<file path="src/rtl/core/hsl2rgb_pkg.sv">
// ----------------------------------------------------------------------------
// hsl2rgb_pkg
// Widths and fixed-point constants for the HSL to RGB pixel converter.
// ----------------------------------------------------------------------------
package hsl2rgb_pkg;

  localparam int HueFractionBits   = 6;
  localparam int LevelFractionBits = 8;

  localparam int HueW   = 15;
  localparam int LevelW = 9;
  localparam int ChanW  = 8;
  localparam int ChanMax = (1 << ChanW) - 1;

  localparam int LevelOne = 1 << LevelFractionBits;
  localparam int HueTurn  = 360 << HueFractionBits;
  localparam int HueThird = HueTurn / 3;

  // hue position within one turn
  localparam int PosW    = $clog2(HueTurn);
  localparam int HueExtW = ((HueW > PosW) ? HueW : PosW) + 1;
  localparam int SixW    = PosW + 3;

  // chroma levels over LevelOne squared
  localparam int VW    = 2 * LevelFractionBits + 1;
  localparam int CalcW = VW + 1;
  localparam int MulW  = 2 * LevelW;

  // channel numerator and final scaling
  localparam int NumW   = VW + PosW;
  localparam int ScaleW = NumW + ChanW;
  localparam int DropW  = 2 * LevelFractionBits + HueFractionBits + 3;
  localparam int YW     = ScaleW - DropW;

  // turn = HueDiv << (HueFractionBits + 3), division by HueDiv via reciprocal
  localparam int HueDiv     = HueTurn >> (HueFractionBits + 3);
  localparam int RecipShift = YW + $clog2(HueDiv);
  localparam int RecipMul   = ((1 << RecipShift) + HueDiv - 1) / HueDiv;
  localparam int RecipW     = $clog2(RecipMul + 1);
  localparam int RprodW     = YW + RecipW;
  localparam int QW         = RprodW - RecipShift;

  localparam int GreyW = LevelW + ChanW;

  localparam int NumChan = 3;

  typedef logic [PosW-1:0]  pos_t;
  typedef logic [VW-1:0]    level_t;
  typedef logic [NumW-1:0]  num_t;
  typedef logic [ChanW-1:0] chan_t;

endpackage

</file>
<file path="src/rtl/core/hsl_to_rgb_converter.sv">
// ----------------------------------------------------------------------------
// hsl_to_rgb_converter
// HSL to 8-bit RGB pixel converter, five-stage pipeline, one pixel per clock.
// ----------------------------------------------------------------------------
// A pixel beat is taken at a rising edge where start_i is high and busy_o is
// low; busy_o is tied low, so a new pixel can be taken at every edge.
// hue_i is degrees with HueFractionBits fraction bits, saturation_i and
// lightness_i count LevelOne as 1.0 and are saturated to it.
// The result appears on red_o, green_o and blue_o with done_o high for exactly
// one cycle, once the pixel has passed the five registered stages below.
// The stages are: level clamp and hue wrap; chroma levels, channel hue
// offsets and grey level; segment pick and level-times-turn products;
// scaling by 255 and the shift part of the division by one turn;
// reciprocal multiply for the remaining division by 45, clamp and grey select.
// Reset clears the valid bits of every stage, so no result appears after it.
// The receiver cannot stall; each result beat is taken in its one cycle.
// ----------------------------------------------------------------------------
module hsl_to_rgb_converter (
  input  logic                            clk_i,
  input  logic                            rst_ni,
  input  logic                            start_i,
  output logic                            busy_o,
  input  logic [hsl2rgb_pkg::HueW-1:0]    hue_i,
  input  logic [hsl2rgb_pkg::LevelW-1:0]  saturation_i,
  input  logic [hsl2rgb_pkg::LevelW-1:0]  lightness_i,
  output logic                            done_o,
  output logic [hsl2rgb_pkg::ChanW-1:0]   red_o,
  output logic [hsl2rgb_pkg::ChanW-1:0]   green_o,
  output logic [hsl2rgb_pkg::ChanW-1:0]   blue_o
);
  import hsl2rgb_pkg::*;

  // stage 1 signals
  logic [LevelW-1:0]  sat_d, lit_d;
  logic [HueExtW-1:0] hue_ext;
  pos_t               pos_d;
  logic               vld1_q;
  logic [LevelW-1:0]  sat1_q, lit1_q;
  pos_t               pos1_q;

  // stage 2 signals
  logic [MulW-1:0]   ls_prod;
  logic [CalcW-1:0]  lit_sh, sat_sh, v2_calc;
  level_t            v1_d, v2_d, span_d;
  logic [PosW:0]     red_sum;
  pos_t              x_d [NumChan];
  logic [GreyW-1:0]  grey_calc;
  chan_t             grey_d;
  logic              vld2_q;
  level_t            v1_2_q, v2_2_q, span2_q;
  pos_t              x2_q [NumChan];
  chan_t             grey2_q;
  logic              zero2_q;

  // stage 3 signals
  logic [SixW-1:0]   six_x [NumChan];
  level_t            base_c [NumChan];
  pos_t              f_c [NumChan];
  num_t              base_d [NumChan];
  num_t              spf_d [NumChan];
  logic              vld3_q;
  num_t              base3_q [NumChan];
  num_t              spf3_q [NumChan];
  chan_t             grey3_q;
  logic              zero3_q;

  // stage 4 signals
  num_t              num_c [NumChan];
  logic [ScaleW-1:0] scaled_c [NumChan];
  logic [YW-1:0]     y_d [NumChan];
  logic              vld4_q;
  logic [YW-1:0]     y4_q [NumChan];
  chan_t             grey4_q;
  logic              zero4_q;

  // stage 5 signals
  logic [RprodW-1:0] rprod [NumChan];
  logic [QW-1:0]     quo [NumChan];
  chan_t             chan_d [NumChan];
  logic              done_q;
  chan_t             red_q, green_q, blue_q;

  // stage 1: clamp levels, wrap hue into one turn
  always_comb begin
    sat_d = saturation_i;
    lit_d = lightness_i;
    if (int'(saturation_i) > LevelOne) begin
      sat_d = LevelW'(LevelOne);
    end
    if (int'(lightness_i) > LevelOne) begin
      lit_d = LevelW'(LevelOne);
    end
    hue_ext = HueExtW'(hue_i);
    if (hue_ext >= HueExtW'(HueTurn)) begin
      pos_d = PosW'(hue_ext - HueExtW'(HueTurn));
    end else begin
      pos_d = PosW'(hue_ext);
    end
  end

  // stage 2: chroma levels, channel hue offsets, grey level
  always_comb begin
    ls_prod = MulW'(sat1_q) * MulW'(lit1_q);
    lit_sh  = CalcW'(lit1_q) << LevelFractionBits;
    sat_sh  = CalcW'(sat1_q) << LevelFractionBits;
    if ((int'(lit1_q) * 2) < LevelOne) begin
      v2_calc = lit_sh + CalcW'(ls_prod);
    end else begin
      v2_calc = lit_sh + sat_sh - CalcW'(ls_prod);
    end
    v2_d   = VW'(v2_calc);
    v1_d   = VW'((lit_sh << 1) - CalcW'(v2_d));
    span_d = v2_d - v1_d;

    red_sum = (PosW + 1)'(pos1_q) + (PosW + 1)'(HueThird);
    if (red_sum >= (PosW + 1)'(HueTurn)) begin
      x_d[0] = PosW'(red_sum - (PosW + 1)'(HueTurn));
    end else begin
      x_d[0] = PosW'(red_sum);
    end
    x_d[1] = pos1_q;
    if (pos1_q >= PosW'(HueThird)) begin
      x_d[2] = pos1_q - PosW'(HueThird);
    end else begin
      x_d[2] = pos1_q + PosW'(HueTurn - HueThird);
    end

    grey_calc = ((GreyW'(lit1_q) << ChanW) - GreyW'(lit1_q)) >> LevelFractionBits;
    if (grey_calc > GreyW'(ChanMax)) begin
      grey_d = ChanW'(ChanMax);
    end else begin
      grey_d = ChanW'(grey_calc);
    end
  end

  // stage 3: segment pick and products
  always_comb begin
    for (int c = 0; c < NumChan; c++) begin
      six_x[c] = SixW'(x2_q[c]) * SixW'(6);
      if (six_x[c] < SixW'(HueTurn)) begin
        base_c[c] = v1_2_q;
        f_c[c]    = PosW'(six_x[c]);
      end else if ((SixW'(x2_q[c]) << 1) < SixW'(HueTurn)) begin
        base_c[c] = v2_2_q;
        f_c[c]    = '0;
      end else if ((SixW'(x2_q[c]) * SixW'(3)) < SixW'(2 * HueTurn)) begin
        base_c[c] = v1_2_q;
        f_c[c]    = PosW'(SixW'(4 * HueTurn) - six_x[c]);
      end else begin
        base_c[c] = v1_2_q;
        f_c[c]    = '0;
      end
      base_d[c] = NumW'(base_c[c]) * NumW'(HueTurn);
      spf_d[c]  = NumW'(span2_q) * NumW'(f_c[c]);
    end
  end

  // stage 4: sum, times 255, drop the power-of-two part of the divisor
  always_comb begin
    for (int c = 0; c < NumChan; c++) begin
      num_c[c]    = base3_q[c] + spf3_q[c];
      scaled_c[c] = (ScaleW'(num_c[c]) << ChanW) - ScaleW'(num_c[c]);
      y_d[c]      = YW'(scaled_c[c] >> DropW);
    end
  end

  // stage 5: reciprocal divide, clamp, grey select
  always_comb begin
    for (int c = 0; c < NumChan; c++) begin
      rprod[c] = RprodW'(y4_q[c]) * RprodW'(RecipMul);
      quo[c]   = QW'(rprod[c] >> RecipShift);
      if (zero4_q) begin
        chan_d[c] = grey4_q;
      end else if (quo[c] > QW'(ChanMax)) begin
        chan_d[c] = ChanW'(ChanMax);
      end else begin
        chan_d[c] = ChanW'(quo[c]);
      end
    end
  end

  // valid bits
  always_ff @(posedge clk_i or negedge rst_ni) begin
    if (!rst_ni) begin
      vld1_q <= 1'b0;
      vld2_q <= 1'b0;
      vld3_q <= 1'b0;
      vld4_q <= 1'b0;
      done_q <= 1'b0;
    end else begin
      vld1_q <= start_i & ~busy_o;
      vld2_q <= vld1_q;
      vld3_q <= vld2_q;
      vld4_q <= vld3_q;
      done_q <= vld4_q;
    end
  end

  // payload
  always_ff @(posedge clk_i) begin
    sat1_q  <= sat_d;
    lit1_q  <= lit_d;
    pos1_q  <= pos_d;

    v1_2_q  <= v1_d;
    v2_2_q  <= v2_d;
    span2_q <= span_d;
    x2_q    <= x_d;
    grey2_q <= grey_d;
    zero2_q <= (sat1_q == '0);

    base3_q <= base_d;
    spf3_q  <= spf_d;
    grey3_q <= grey2_q;
    zero3_q <= zero2_q;

    y4_q    <= y_d;
    grey4_q <= grey3_q;
    zero4_q <= zero3_q;

    red_q   <= chan_d[0];
    green_q <= chan_d[1];
    blue_q  <= chan_d[2];
  end

  assign busy_o  = 1'b0;
  assign done_o  = done_q;
  assign red_o   = red_q;
  assign green_o = green_q;
  assign blue_o  = blue_q;

endmodule
</file>
<file path="config.mk">
export PLATFORM = sky130hd
export DESIGN_NAME = hsl_to_rgb_converter
export DESIGN_NICKNAME = d
export VERILOG_FILES = /design/src/rtl/core/hsl2rgb_pkg.sv /design/src/rtl/core/hsl_to_rgb_converter.sv
export SDC_FILE = /design/constraint.sdc
export NUM_CORES = 2
export LEC_CHECK = 0
export BUFFER_PORTS_ARGS = -buffer_cell sky130_fd_sc_hd__buf_4
export CORE_MARGIN = 5
export CORE_UTILIZATION = 45
export CTS_CLUSTER_SIZE = 14
export DETAILED_ROUTE_END_ITERATION = 12
export PLACE_DENSITY = 0.6
export SETUP_SLACK_MARGIN = 0.5
export SKIP_CTS_REPAIR_TIMING = 1
export SYNTH_ARGS = -nofsm -noshare
export SYNTH_HDL_FRONTEND = slang
export SYNTH_SLANG_ARGS = --single-unit
</file>
<file path="constraint.sdc">
create_clock -name clk_i -period 12.5 [get_ports clk_i]
set_clock_uncertainty 0.1 [all_clocks]
set_input_delay 1.25 -clock clk_i [delete_from_list [all_inputs] [get_ports clk_i]]
set_output_delay 1.25 -clock clk_i [all_outputs]
set_load 0.03 [all_outputs]
</file>
==> out/metrics.json <==
{
  "status": {
    "result_of_the_run": "completed"
  },
  "logic_synthesis": {
    "synth.top_cells.by_area": "sky130_fd_sc_hd__fa_1 (26%), sky130_fd_sc_hd__ha_1 (21%), sky130_fd_sc_hd__dfxtp_1 (12%)",
    "synth_seq_cells": 369,
    "post-synth-top-area-cell": "sky130_fd_sc_hd__fa_1",
    "ys_async_sr_fraction_pct": 1.36,
    "yosysSeqAreaShare_pct": 12.1,
    "ys_warn_count": 0,
    "synth_top_area_share_pct": 26.5,
    "ys_types": 119,
    "syn-cell-area_um2": 61200,
    "yosysMostFrequentCell": "sky130_fd_sc_hd__inv_1",
    "yosys_most_used_dff": "sky130_fd_sc_hd__dfxtp_1",
    "netlist_top_cells_count": "sky130_fd_sc_hd__inv_1 (1,235), sky130_fd_sc_hd__ha_1 (1,040), sky130_fd_sc_hd__fa_1 (810)",
    "number_of_synthesized_flops_with_an_enable_pin": 0,
    "post_synth_inst_count": 6634,
    "postSynthAreaPerCell_um2": 9.23
  },
  "clock_tree": {
    "cts-root-to-sink-buffers": 3,
    "cts_h_tree_depth": 2,
    "clock_insertion_delay_worst_skew_ps": 660,
    "cts.sink_count": 369,
    "cts_tree": "built",
    "root_buffer": "sky130_fd_sc_hd__clkbuf_16",
    "cts_buffers": 48,
    "clk_pin_slew_worst_paths_ps": 60
  },
  "critical_path": {
    "regToRegSetupSlack_ps": 1830,
    "timing.critical_path.arrival_ps": 11120,
    "peak_fanout_along_the_critical_path": 16,
    "r2r_cells": 38,
    "crit-reg2reg-launch": "x2_q[1]$_DFF_P_",
    "cpPeakStageDelay_ps": 950,
    "setup.worst_path.end_class": "flip-flop",
    "worstSetupStartpointType": "flip-flop",
    "cell_type_of_the_slowest_stage_on_the_worst_timing_path": "sky130_fd_sc_hd__o21ai_1",
    "timing_worst_setup_path_type": "reg -> reg",
    "r2r_end": "spf3_q[30]$_DFF_P_",
    "cp.required_ps": 12950
  },
  "worst_hold_path": {
    "hold_class": "reg -> reg",
    "hold_path.startpoint": "zero3_q$_DFF_P_",
    "whs_endpoint": "zero4_q$_DFF_P_",
    "worstHoldPathCells": 0
  },
  "sta": {
    "setup-violations-final": 0,
    "fmax_mhz": 93.7,
    "worst_slack_ps": 1830,
    "timing.max_slew.rel_slack_pct": 11.9,
    "worst_slew_pin_slew_ps": 1310,
    "timing.final.crit_share_pct": 85.4,
    "finalMaxSlewViolations": 0,
    "grt_setup_unrepaired": "false",
    "finalHoldViolCount": 0,
    "final.setup.tns_ps": 0,
    "layout_min_cycle_time_ps": 10670
  },
  "die": {
    "row_count": 135,
    "fp.dieH_um": 379,
    "initial_utilization_pct": 45.2,
    "io_pins": 62,
    "overall_die_area_um2": 143000,
    "core_region_area_um2": 135000,
    "die_w_um": 379
  },
  "global_routing": {
    "global_route.usage.total_pct": 21.1,
    "largest_net_degree_at_the_start_of_global_routing": 80,
    "grt_antenna_before_repair": 2,
    "vias_in_the_first_global_route": 46700,
    "globalRoute.totalOverflow": 0,
    "grt_pass1_wl_um": 245000
  },
  "layout": {
    "n_antenna_cell": 0,
    "layout-drive-gt1-share_pct": 5.54,
    "seqCellArea_um2": 7410,
    "fillerInstances": 12800,
    "instances_no_fill": 8445,
    "post_synthesis_to_final_layout_area_growth_pct": 6.79,
    "final_cell_area_um2": 65400,
    "area_taken_by_multi_input_logic_gates_um2": 48400,
    "fin_nets": 8511
  },
  "detailed_routing": {
    "route.vias.total": 45100,
    "routed_via_density": 5.34,
    "dr.pass1.iters": 8,
    "wl_per_cell_um": 17.7,
    "route.antenna.remaining_nets": 0,
    "drc": 0,
    "postRouteWirelength_um": 149000,
    "detailedRoute.firstIterationViolations": 2427
  },
  "placed_design": {
    "routabilityCongestion": 0.929,
    "dpl_cell_area_um2": 63600,
    "placement.io_buffers": 60,
    "placedCellCount": 8356,
    "place.detailed.hpwl_um": 120000,
    "placement.setup.worst_slack_ps": 1830
  },
  "job": {
    "maxcap_violations": 0
  }
}
==> critical path, delay by kind of cell (launching register included) <==
kind	cells	cell delay, ps
DFF	1	330
adders and majority gates	9	3740
AOI/OAI and AO/OA	16	5020
xor gates and xnor gates	2	370
buffers and inverters	7	370
and+or+nand+nor	4	650
==> cells in the final DEF (no fill, tap or decap), types with 59 or more instances in the layout <==
cell type                     n
sky130_fd_sc_hd__a21o_1     120
sky130_fd_sc_hd__a21oi_1    288
sky130_fd_sc_hd__and2_1     170
sky130_fd_sc_hd__and3_1     171
sky130_fd_sc_hd__buf_4      111
sky130_fd_sc_hd__dfxtp_1    363
sky130_fd_sc_hd__fa_1       810
sky130_fd_sc_hd__ha_1      1040
sky130_fd_sc_hd__inv_1     1235
sky130_fd_sc_hd__nand2_1    306
sky130_fd_sc_hd__nand2b_1    59
sky130_fd_sc_hd__nand3_1    133
sky130_fd_sc_hd__nor2_1     236
sky130_fd_sc_hd__nor2b_1     81
sky130_fd_sc_hd__nor3_1      93
sky130_fd_sc_hd__o21a_1      78
sky130_fd_sc_hd__o21ai_0    227
sky130_fd_sc_hd__xnor2_1    237
sky130_fd_sc_hd__xor2_1     103
==> layer usage <==
metal / global-route usage [%] / wire length, um
met1: 28.4 / 68200
met2: 36.2 / 70400
met3: 2.56 / 6810
met4: 5.27 / 3840
met5: 0 / 0
==> registers in the layout, summed over array words and instances (netlist names), 8 cells and up <==
| name | cells |
|---|---|
| grey2_q | 8 |
| grey3_q | 8 |
| base3_q | 67 |
| x2_q | 27 |
| y4_q | 45 |
| green_o | 8 |
| span2_q | 16 |
| v2_2_q | 16 |
| blue_o | 8 |
| grey4_q | 8 |
| sat1_q | 9 |
| lit1_q | 9 |
| red_o | 8 |
| spf3_q | 93 |
| v1_2_q | 16 |
| pos1_q | 15 |
==> worst max-delay path by stage <==
stage	from	end	slack, ps	cells past startpoint
2_1_floorplan	x2_q[1]$_DFF_P_	spf3_q[62]$_DFF_P_	3310	38
3_3_place_gp	x2_q[1]$_DFF_P_	spf3_q[30]$_DFF_P_	1980	38
3_5_place_dp	x2_q[1]$_DFF_P_	spf3_q[30]$_DFF_P_	1830	38
4_1_cts	x2_q[1]$_DFF_P_	spf3_q[30]$_DFF_P_	1810	38
5_1_grt	x2_q[1]$_DFF_P_	spf3_q[30]$_DFF_P_	1100	38
6_report	x2_q[1]$_DFF_P_	spf3_q[30]$_DFF_P_	1830	38
==> through the flow <==
stage / hold slack [ps] / util (%)
2_1_floorplan: 210 / -
3_3_place_gp: 212 / 47.0
3_5_place_dp: 212 / 47.0
4_1_cts: 205 / 48.3
5_1_grt: 229 / 48.3
6_report: 225 / 48.3
==> cell type report <==
cell class | count | share of cell area, %
clock buffer | 60 | 2.02
timing repair buffer | 111 | 1.27
tap | 1781 | 3.41
sequential | 369 | 11.3
multi-input combinational | 4857 | 74.1
clock inverter | 29 | 0.724
inverter | 1238 | 7.11
==> cells by family after synthesis <==
| kind of cell | share of synthesized area (%) |
|---|---|
| flops | 12.1 |
| compound gates | 12.6 |
| other cells | 0.0123 |
| buf+inv | 8.98 |
| xor+xnor | 5.08 |
| mux | 1.15 |
| fa+ha+maj | 47.8 |
| simple gates | 12.3 |
Power is left out: the tool's default activity adds up to more than one toggle a clock period on the data nets, which glitch-free logic cannot reach.
